<file path="src/sv/jhmf_pkg.sv">
// joint histogram mode finder: shared types and constants
// no dependencies

package jhmf_pkg;

    localparam int VALUE_W = 8;
    localparam int CFG_DATA_W = 32;
    localparam int CFG_ADDR_W = 3;

    localparam logic [VALUE_W-1:0] RANGE_LOW_RESET = 8'd18;
    localparam logic [VALUE_W-1:0] RANGE_HIGH_RESET = 8'd30;

    localparam logic REG_RANGE_LOW = 1'b0;
    localparam logic REG_RANGE_HIGH = 1'b1;

    typedef enum logic [2:0] {
        ST_CLEAR,
        ST_COUNT,
        ST_SCAN,
        ST_DRAIN,
        ST_REPORT
    } state_t;

    typedef struct packed {
        logic valid;
        logic clear;
    } store_req_t;

endpackage

</file>
<file path="src/sv/jhmf_store.sv">
// one count store: synchronous memory with saturating read-modify-write and forwarding
// a request without clear increments the entry; with clear it reads the entry and zeroes it
// depends on jhmf_pkg

module jhmf_store
    import jhmf_pkg::*;
#(
    parameter int DEPTH = 16,
    parameter int CW = 16,
    localparam int AW = (DEPTH > 1) ? $clog2(DEPTH) : 1
) (
    input  logic          aclk,
    input  logic          aresetn,
    input  store_req_t    req,
    input  logic [AW-1:0] req_addr,
    output logic [CW-1:0] rdata
);

    logic [CW-1:0] mem [DEPTH];

    logic [CW-1:0] rdata_reg;
    logic          stg_valid_reg;
    logic [AW-1:0] stg_addr_reg;
    logic          fwd_valid_reg;
    logic [AW-1:0] fwd_addr_reg;
    logic [CW-1:0] fwd_data_reg;
    logic [CW-1:0] old_count;
    logic [CW-1:0] new_count;

    // previous write has not landed in the read data yet
    assign old_count = (fwd_valid_reg && (fwd_addr_reg == stg_addr_reg)) ? fwd_data_reg
                                                                          : rdata_reg;
    assign new_count = (&old_count) ? old_count : old_count + 1'b1;
    assign rdata = rdata_reg;

    always_ff @(posedge aclk) begin
        if (stg_valid_reg) begin
            mem[stg_addr_reg] <= new_count;
        end else if (req.valid && req.clear) begin
            mem[req_addr] <= '0;
        end
        if (req.valid) begin
            rdata_reg <= mem[req_addr];
        end
    end

    always_ff @(posedge aclk) begin
        if (!aresetn) begin
            stg_valid_reg <= 1'b0;
            fwd_valid_reg <= 1'b0;
        end else begin
            stg_valid_reg <= req.valid && !req.clear;
            fwd_valid_reg <= stg_valid_reg;
        end
    end

    always_ff @(posedge aclk) begin
        stg_addr_reg <= req_addr;
        fwd_addr_reg <= stg_addr_reg;
        fwd_data_reg <= new_count;
    end

endmodule

</file>
<file path="config.mk">
export PLATFORM = sky130hd
export DESIGN_NAME = jhmf_store
export DESIGN_NICKNAME = d
export VERILOG_FILES = /design/src/sv/jhmf_pkg.sv /design/src/sv/jhmf_store.sv
export SDC_FILE = /design/constraint.sdc
export NUM_CORES = 1
export LEC_CHECK = 0
export BUFFER_PORTS_ARGS = -buffer_cell sky130_fd_sc_hd__clkbuf_2
export CAP_MARGIN = 20
export CORE_ASPECT_RATIO = 1.4
export CORE_UTILIZATION = 56
export DETAILED_ROUTE_END_ITERATION = 12
export GPL_TIMING_DRIVEN = 1
export PLACE_DENSITY = 0.81
export SLEW_MARGIN = 20
export SYNTH_ARGS = -nofsm -noshare
export SYNTH_HDL_FRONTEND = slang
export SYNTH_SLANG_ARGS = --single-unit
</file>
<file path="constraint.sdc">
create_clock -name aclk -period 3.9 [get_ports aclk]
set_input_delay 0.39 -clock aclk [delete_from_list [all_inputs] [get_ports aclk]]
set_output_delay 0.39 -clock aclk [all_outputs]
set_load 0.03 [all_outputs]
</file>
==> run_results.csv, run 1 <==
group,metric,value,unit
sta,setup_viol,0,
setup_path,cp-end-kind,"flip-flop",
drt,initialDrtViolationCount,684,
floorplan,start_util,57.73,%
clock_tree,cts-root-buf,"clkbuf_16",
grt,grt_max_degree,61,
drt,ant_nets,0,
floorplan,die_height,174.9,um
drt,vias_per_cell,6.606,
power,pwr_density_cell,501.1,nW/um^2
run_status,outcome,"complete, but fails checks",
drt,drc,3,
clock_tree,clk_pin_slew,0.07,ns
drt,dr.pass1.iters,9,
clock_tree,clkSinkCount,298,
drt,dr_total_vias,6196,
final_layout,mostFrequentLayoutCell,"edfxtp_1",
sta,rsz0062_at_grt,"no",
clock_tree,holdBufCountCts,0,
floorplan,core-area,20710,um^2
sta,fin_setup_tns,0,ns
clock_tree,clockBufferDepth,3,
setup_path,cp_max_fo,16,
setup_path,cp_num_cells,11,
run,cap_violations,0,
grt,use_met3,3.644,%
power,clkPwrFrac,39.0,%
final_layout,drive_gt1_share,32.84,%
hold_path,hp-start,"req[0]",
grt,grt_pass1_vias,6391,
setup_path,path_buf_inv,1,
setup_path,reg2reg_from,"stg_addr_reg[3]",
power,p_switching,1461,uW
clock_tree,htreeDepth,1,
yosys,synth_area,11960,um^2
yosys,synth_flop_cell,"edfxtp_1",
yosys,synthesis.nets,612,
drt,routed_wl,26.99,mm
sta,max_freq,0.2699,GHz
floorplan,dieArea,21950,um^2
setup_path,reg2reg_slack,0.19,ns
setup_path,cp.required,4.27,ns
hold_path,hp-class,"in2reg",
clock_tree,cts_resized,1,
floorplan,pin_count,24,
power,peakVddDrop,0.0003758,V
final_layout,fin_nets,671,
grt,grtUsageTotal,25.67,%
grt,grt_util_met2,43.08,%
power,p_comb_share,6.7,%
place,io_buffers,23,
yosys,synth_cell_type_count,56,
power,internal_power,5311,uW
yosys,ys_ff_latch,298,
place,gp_congestion,0.8905,
setup_path,slowest_stage,"or3_4",
power,p_seq_share,54.3,%
floorplan,fp.dieW,125.5,um
grt,grt_antenna_before_repair,0,
sta,finalCritPeriodShare,95.01,%
setup_path,path_cells,"xor2_1 > or3_4 > nor2_8 > mux2_2 > ha_1 > nand3_1 > nor4_4 > or3b_2 > xor2_1 > a211oi_1 > buf_4",
clock_tree,insertion_delay,0.53,ns
setup_path,timing.rr.end,"mem[3][5]",
sta,relSlewSlack,48.00,%
grt,use_met1,34.00,%
yosys,synthesis.instances,603,
sta,worstMarginPinSlew,0.7801,ns
grt,grt-busiest-layer,"met2",
grt,grt-ovfl-total,0,
setup_path,path_common_cell,"xor2_1",
sta,period_needed,3.706,ns
hold_path,worstHoldEndpoint,"stg_valid_reg",
setup_path,startpoint,"stg_addr_reg[3]",
setup_path,reg2regPathDepth,11,
sta,setup_ws,0.1944,ns
sta,finalHoldViolCount,0,
setup_path,critPathLaunchType,"flip-flop",
clock_tree,cts_tree,"yes",
run_status,violations,"DRC",
yosys,seq_area_frac_synth,72.66,%
clock_tree,numCtsBuffers,26,
floorplan,rows,62,
yosys,avgSynthCellArea,19.83,um^2
final_layout,final_cell_mix,"272 x edfxtp_1, 82 x mux4_2, 33 x buf_4",
place,dp_hpwl,16.20,mm
place,preCtsSetupSlack,0.01550,ns
power,p_leak,0.004457,uW
setup_path,path_class,"reg2reg",
yosys,ys_warn_count,0,
setup_path,crit_arrival,4.07,ns
sta,slew_violations,0,
drt,wl_per_cell,28.78,um
final_layout,antenna_cells,0,
clock_tree,postCtsSetupBuffers,0,
power,swShare,21.58,%
setup_path,crit_family,"simple AND/OR/NAND/NOR gates",
setup_path,critPathMaxStageDelay,0.52,ns
yosys,synth_edf_count,272,
final_layout,largest_register_ffs,256,
sta,fin_skew,0.01169,ns
hold_path,holdPathStages,2,
final_layout,syn_to_final_growth,13.01,%
grt,grt_pass1_wl,40.34,mm
yosys,ys_async_sr_fraction,0,%
==> power by group through the flow <==
stage	registers [uW]	clock network, uW	logic, uW
after floorplan	3750	0	284
after global placement	3740	0	433
after detailed placement	3740	0	451
after CTS	3670	2670	456
after global routing	3680	2780	487
final	3680	2640	455
==> metrics by stage <==
step	power (uW)	util, %	hold WS, ns	cell area [um^2]	instances
6_report	6772	65.24	0.02131	13510	938
5_1_grt	6950	65.24	0.02222	13510	938
4_1_cts	6797	65.10	0.007151	13480	938
3_5_place_dp	4192	60.83	0.4026	12600	890
3_3_place_gp	4170	60.83	0.3909	12600	890
2_1_floorplan	4030	-	0.3822	11960	603
==> cell families (layout without fill, tap and decap cells) <==
logic type | after synthesis | count (layout) | synth area share [%]
muxes | 97 | 97 | 16.77
adders and majority gates | 1 | 1 | 0.1046
buffers and inverters | 35 | 114 | 1.360
AOI/OAI and AO/OA | 40 | 40 | 2.396
xor gates and xnor gates | 18 | 18 | 1.381
DFF | 298 | 298 | 72.66
and+or+nand+nor | 114 | 114 | 5.326
==> area by class of cell <==
class | count | area, um^2
multi-input cells | 270 | 3172
flip-flops and latches | 298 | 8688
clock inverters | 21 | 209.0
fillers | 1289 | 7199
inverters | 8 | 30.03
repair buffers | 58 | 417.9
well taps | 256 | 320.3
clock buffers | 27 | 675.6
==> cell usage after synthesis (all sizes together), types with 2 or more instances <==
master  count  share of area, %
nand2      20              0.71
edfxtp    272                68
dfxtp      26               4.4
nand4      10              0.52
o21ai       3              0.13
nand3      12              0.50
xor2        9              0.72
nand2b      3              0.16
a211oi      4              0.25
inv         8              0.25
nor3       13              0.73
nor4        3              0.16
mux2        4              0.41
nor2       27              0.98
and3        2              0.10
a31oi       7              0.37
nor3b       2              0.13
a21oi      10              0.42
and2       14              0.75
xnor2       9              0.66
or2         2              0.10
a211o       2              0.15
buf        12              0.61
o211ai      5              0.36
mux4       82                15
mux2i      11              0.92
clkbuf     15              0.50
and4        2              0.15
==> metal layers <==
layer  up-vias  share of wire [%]
met5         -                  0
met4         0                3.9
met3        66                7.6
met2       302                 50
met1      3233                 38
li1       2595                  -
==> how the worst max path moves through the flow <==
stage	to	slack [ns]
final	mem[3][5]	0.19
after detailed placement	mem[3][7]	0.02
after CTS	mem[8][0]	0.01
after floorplan	mem[0][5]	0.1
after global placement	mem[14][0]	0.20
after global routing	mem[1][9]	0.02
Note: power is estimated with default switching activity, not from simulation.
==> inputs of run 2 (changes only) <==
ABC_AREA = 1   (was default)
MAX_ROUTING_LAYER = met4   (was default)
SKIP_CTS_REPAIR_TIMING = 1   (was default)
==> run_results.csv, run 2 <==
group,metric,value,unit
run_status,outcome,"finished clean",
yosys,synthesis.nets,1028,
clock_tree,cts-root-buf,"clkbuf_16",
final_layout,mostFrequentLayoutCell,"edfxtp_1",
sta,rsz0062_at_grt,"no",
yosys,synth_area,12560,um^2
sta,relSlewSlack,26.61,%
sta,finalCritPeriodShare,86.88,%
drt,drc,0,
sta,period_needed,3.388,ns
yosys,seq_area_frac_synth,69.17,%
sta,fin_setup_tns,0,ns
place,gp_congestion,0.9973,
setup_path,crit_family,"simple AND/OR/NAND/NOR gates",
final_layout,final_cell_mix,"272 x edfxtp_1, 126 x nand2_1, 118 x inv_1",
floorplan,die_height,179.2,um
drt,wl_per_cell,21.32,um
drt,ant_nets,0,
setup_path,path_class,"reg2reg",
final_layout,largest_register_ffs,256,
floorplan,rows,64,
setup_path,path_cells,"inv_1 > nand2_1 > nand2_1 > inv_2 > nand3_4 > nand2_1 > nand2_1 > ha_1 > nand3_1 > nor2_4 > nand2_2 > buf_4 > nand3_2 > nand2_1 > inv_1",
clock_tree,htreeDepth,1,
sta,slew_violations,0,
sta,worstMarginPinSlew,1.101,ns
yosys,avgSynthCellArea,12.33,um^2
grt,grt-ovfl-total,0,
setup_path,crit_arrival,3.59,ns
setup_path,slowest_stage,"dfxtp_1",
sta,max_freq,0.2951,GHz
grt,grtUsageTotal,26.87,%
sta,finalHoldViolCount,0,
clock_tree,clk_pin_slew,0.06,ns
final_layout,fin_nets,1066,
setup_path,cp-end-kind,"flip-flop",
hold_path,hp-class,"in2reg",
final_layout,syn_to_final_growth,11.88,%
setup_path,reg2regPathDepth,15,
final_layout,antenna_cells,0,
place,dp_hpwl,17.87,mm
yosys,ys_warn_count,0,
power,pwr_density_cell,477.4,nW/um^2
floorplan,core-area,21940,um^2
sta,fin_skew,0.01474,ns
final_layout,drive_gt1_share,14.22,%
place,io_buffers,23,
grt,grt_pass1_vias,7809,
floorplan,fp.dieW,128.6,um
grt,grt_antenna_before_repair,0,
setup_path,cp_max_fo,28,
yosys,synth_edf_count,272,
floorplan,dieArea,23040,um^2
yosys,synthTopCellsByArea,"edfxtp_1 65%, mux2i_1 5.2%, dfxtp_1 4.1%",
setup_path,reg2reg_from,"stg_addr_reg[1]",
setup_path,cp.required,4.10,ns
clock_tree,clockBufferDepth,3,
hold_path,hp-start,"req[0]",
clock_tree,insertion_delay,0.52,ns
hold_path,holdPathStages,2,
setup_path,reg2reg_slack,0.51,ns
sta,setup_ws,0.5116,ns
setup_path,timing.rr.end,"mem[15][11]",
setup_path,critPathLaunchType,"flip-flop",
yosys,ys_top_cells_by_count,"272 x edfxtp_1, 126 x nand2_1, 118 x inv_1, 84 x o21ai_0, 70 x a21oi_1",
yosys,synth_flop_cell,"edfxtp_1",
drt,routed_wl,29.27,mm
drt,vias_per_cell,5.911,
clock_tree,clkSinkCount,298,
grt,grt_pass1_wl,44.15,mm
run,cap_violations,0,
floorplan,start_util,57.25,%
drt,dr_total_vias,8116,
clock_tree,numCtsBuffers,26,
drt,initialDrtViolationCount,832,
setup_path,path_buf_inv,4,
clock_tree,cts_tree,"yes",
sta,setup_viol,0,
setup_path,critPathMaxStageDelay,0.35,ns
grt,grt_max_degree,97,
drt,dr.pass1.iters,7,
setup_path,path_common_cell,"nand2_1",
yosys,ys_ff_latch,298,
yosys,ys_async_sr_fraction,0,%
power,power,6709,uW
place,preCtsSetupSlack,0.3155,ns
yosys,synthesis.instances,1019,
yosys,synth_cell_type_count,29,
floorplan,pin_count,24,
hold_path,worstHoldEndpoint,"stg_valid_reg",
power,peakVddDrop,0.0003116,V
power,p_leak,0.005381,uW
yosys,synth.most_common_cell,"edfxtp_1",
yosys,synth.top_cell.area_share,65.03,%
yosys,synth_largest_area_cell,"edfxtp_1",
-- run 2: cell count changes in the layout (fill, tap and decap cells not counted), sizes merged, moves of 54 or more --
cell    before  now
o211ai       5   64
inv          8  124
mux2i       11   65
a21oi       10   70
o21ai        3   86
nand2       20  132
mux4        82    0
-- run 2: cell families after synthesis --
group,synth area share (%)
and+or+nand+nor,9.124
xor gates and xnor gates,0.2789
buffers and inverters,5.837
AOI/OAI and AO/OA,10.31
DFF,69.17
muxes,5.180
adders and majority gates,0.09960
-- run 2: power by group --
part | leakage [uW] | switching (uW) | internal [uW]
combinational | 0.00227 | 410 | 147
sequential | 0.00270 | 34.8 | 3620
clock | 0.000407 | 1100 | 1400
-- run 2: area by class of cell --
type	count	area, um^2
clock inverter	19	157.7
clock buffer	28	679.4
tap	297	371.6
fill	1580	7888
timing repair buffer	66	481.7
sequential	298	8688
inverter	123	461.7
multi-input combinational	542	3213
-- run 2: how the worst max path moves through the flow --
stage	start	to	depth (start not counted)
floorplan	stg_addr_reg[3]	mem[0][1]	15
global placement	stg_addr_reg[1]	mem[8][7]	13
detailed placement	stg_addr_reg[1]	mem[11][7]	13
CTS	fwd_addr_reg[1]	mem[10][7]	13
global route	stg_addr_reg[1]	mem[4][10]	15
finish	stg_addr_reg[1]	mem[15][11]	15
-- run 2: metal layers --
| metal | routed length (um) | vias to the layer above | global-route usage, % |
|---|---|---|---|
| met3 | 2115 | 84 | 2.984 |
| met2 | 14730 | 387 | 45.56 |
| met1 | 11120 | 3917 | 32.89 |
| met4 | 1301 | 0 | 10.98 |
| li1 | - | 3728 | - |
| met5 | 0 | - | - |
-- run 2: stage by stage --
stage | util (%) | area (um^2) | instances | hold slack, ns
after floorplan | - | 12560 | 1019 | 0.3510
after global routing | 64.05 | 14050 | 1373 | 0.02815
after detailed placement | 60.11 | 13190 | 1326 | 0.3602
final | 64.05 | 14050 | 1373 | 0.03641
after CTS | 63.93 | 14030 | 1373 | 0.03184
after global placement | 60.08 | 13180 | 1326 | 0.3570
==> inputs of run 3 (changes only) <==
CORE_ASPECT_RATIO = default   (was 1.4)
==> run_results.csv, run 3 (synthesized netlist as in run 2, its figures left out) <==
group,metric,value,unit
run_status,outcome,"finished clean",
power,peakVddDrop,0.0002307,V
run,cap_violations,0,
drt,initialDrtViolationCount,907,
final_layout,antenna_cells,0,
sta,fin_skew,0.01742,ns
final_layout,fillers,1550,
sta,worstMarginPinSlew,0.9651,ns
sta,relSlewSlack,35.42,%
sta,finalCritPeriodShare,91.91,%
final_layout,drive_gt1_share,13.44,%
setup_path,cp-end-kind,"flip-flop",
sta,rsz0062_at_grt,"no",
setup_path,cp.required,4.11,ns
place,placed_cell_area,13150,um^2
sta,period_needed,3.584,ns
floorplan,pin_count,24,
floorplan,core-area,21890,um^2
drt,ant_nets,0,
floorplan,start_util,57.38,%
grt,grtUsageTotal,27.37,%
drt,dr_total_vias,8291,
clock_tree,htreeDepth,1,
place,io_buffers,23,
setup_path,critPathLaunchType,"flip-flop",
final_layout,syn_to_final_growth,12.07,%
power,pwr_density_cell,489.5,nW/um^2
setup_path,path_cells,"inv_1 > nand2_1 > nand2_1 > inv_2 > nand3_4 > nand2_1 > nand2_1 > ha_1 > nand3_1 > nor2_4 > nand2_2 > a21oi_1",
grt,grt_pass1_wl,44.65,mm
final_layout,fin_nets,1067,
clock_tree,clk_pin_slew,0.06,ns
setup_path,slowest_stage,"a21oi_1",
power,p_leak,0.005397,uW
final_layout,largest_register_ffs,256,
setup_path,cp_max_fo,28,
floorplan,fp.dieW,151.8,um
drt,dr.pass1.iters,5,
final_layout,mostFrequentLayoutCell,"edfxtp_1",
final_layout,area.sequential,8688,um^2
grt,grt_antenna_before_repair,0,
hold_path,hp-class,"in2reg",
clock_tree,numCtsBuffers,28,
drt,vias_per_cell,6.101,
clock_tree,clockBufferDepth,3,
final_layout,final_cell_area,14080,um^2
clock_tree,cts-root-buf,"clkbuf_16",
setup_path,crit_arrival,3.79,ns
sta,max_freq,0.2790,GHz
floorplan,die_height,151.8,um
final_layout,multiInputGateArea,3206,um^2
place,dp_hpwl,18.39,mm
floorplan,rows,54,
sta,fin_setup_tns,0,ns
clock_tree,cts_tree,"yes",
final_layout,final_cell_mix,"272 x edfxtp_1, 126 x nand2_1, 118 x inv_1",
grt,grt_pass1_vias,7737,
clock_tree,insertion_delay,0.54,ns
clock_tree,clkSinkCount,298,
drt,routed_wl,29.75,mm
setup_path,path_common_cell,"nand2_1",
floorplan,dieArea,23030,um^2
drt,wl_per_cell,21.89,um
setup_path,path_class,"reg2reg",
sta,slew_violations,0,
sta,finalHoldViolCount,0,
grt,grt_max_degree,157,
place,gp_congestion,1.071,
sta,setup_viol,0,
drt,drc,0,
grt,grt-ovfl-total,0,
setup_path,critPathMaxStageDelay,0.88,ns
-- run 3: cell types whose count changed in the layout (fill, tap and decap cells not counted) --
cell and delta:
a21oi_2 -2, clkbuf_1 +5, clkinv_1 +4, inv_6 -1, clkinvlp_4 -1, clkbuf_16 +2
bufinv_16 +1, a21oi_1 +2, buf_4 -1, clkinv_2 -4, clkinv_4 -2
-- run 3: path summary, 6_finish.rpt --
| kind | startpoint | end | depth (start not counted) | slack, ns |
|---|---|---|---|---|
| max | stg_addr_reg[1] | mem[3][3] | 12 | 0.32 |
| min | req[0] | stg_valid_reg | 2 | 0.01 |
| max reg2reg | stg_addr_reg[1] | mem[3][3] | 12 | 0.32 |
| min reg2reg | stg_addr_reg[1] | fwd_addr_reg[1] | 0 | 0.37 |
-- run 3: power by group --
part / switching [uW] / internal (uW) / leakage [uW]
Sequential: 37.1 / 3620 / 0.00270
Clock: 1120 / 1550 / 0.000429
Combinational: 416 / 148 / 0.00226
Total: 1580 / 5310 / 0.00540
-- run 3: layout make-up --
type                    count  share of cell area [%]
multi-input cells         542                   22.77
repair buffers             65                   3.369
inverters                 123                   3.280
flip-flops and latches    298                   61.72
clock inverters            16                   1.058
clock buffers              35                   5.315
well taps                 280                   2.489
-- run 3: per-layer routing --
layer | global-route usage [%] | routed length (um) | vias to the layer above | share of wire [%]
met5 | - | 0 | - | 0
met4 | 10.40 | 872 | 0 | 2.9
met3 | 4.820 | 3411 | 66 | 11
met2 | 41.36 | 13730 | 523 | 46
met1 | 37.25 | 11740 | 3968 | 39
li1 | - | - | 3734 | -
-- run 3: per-stage QoR --
stage | hold slack [ns] | util [%] | std cells | total power [uW] | setup slack (ns)
floorplan | 0.3510 | - | 1019 | 4073 | 1.239
global placement | 0.3569 | 60.09 | 1308 | 4257 | 0.5062
detailed placement | 0.3631 | 60.09 | 1308 | 4273 | 0.2882
CTS | -0.0003602 | 64.19 | 1359 | 6886 | 0.2628
global route | 0.005644 | 64.31 | 1359 | 7069 | 0.04584
finish | 0.01087 | 64.31 | 1359 | 6891 | 0.3155
-- run 3: critical path: cells and delay by family (launching register included) --
kind | cells | cell delay (ns)
flops | 1 | 0.32
compound gates | 1 | 0.88
fa+ha+maj | 1 | 0.22
buf+inv | 2 | 0.24
simple gates | 8 | 1.57
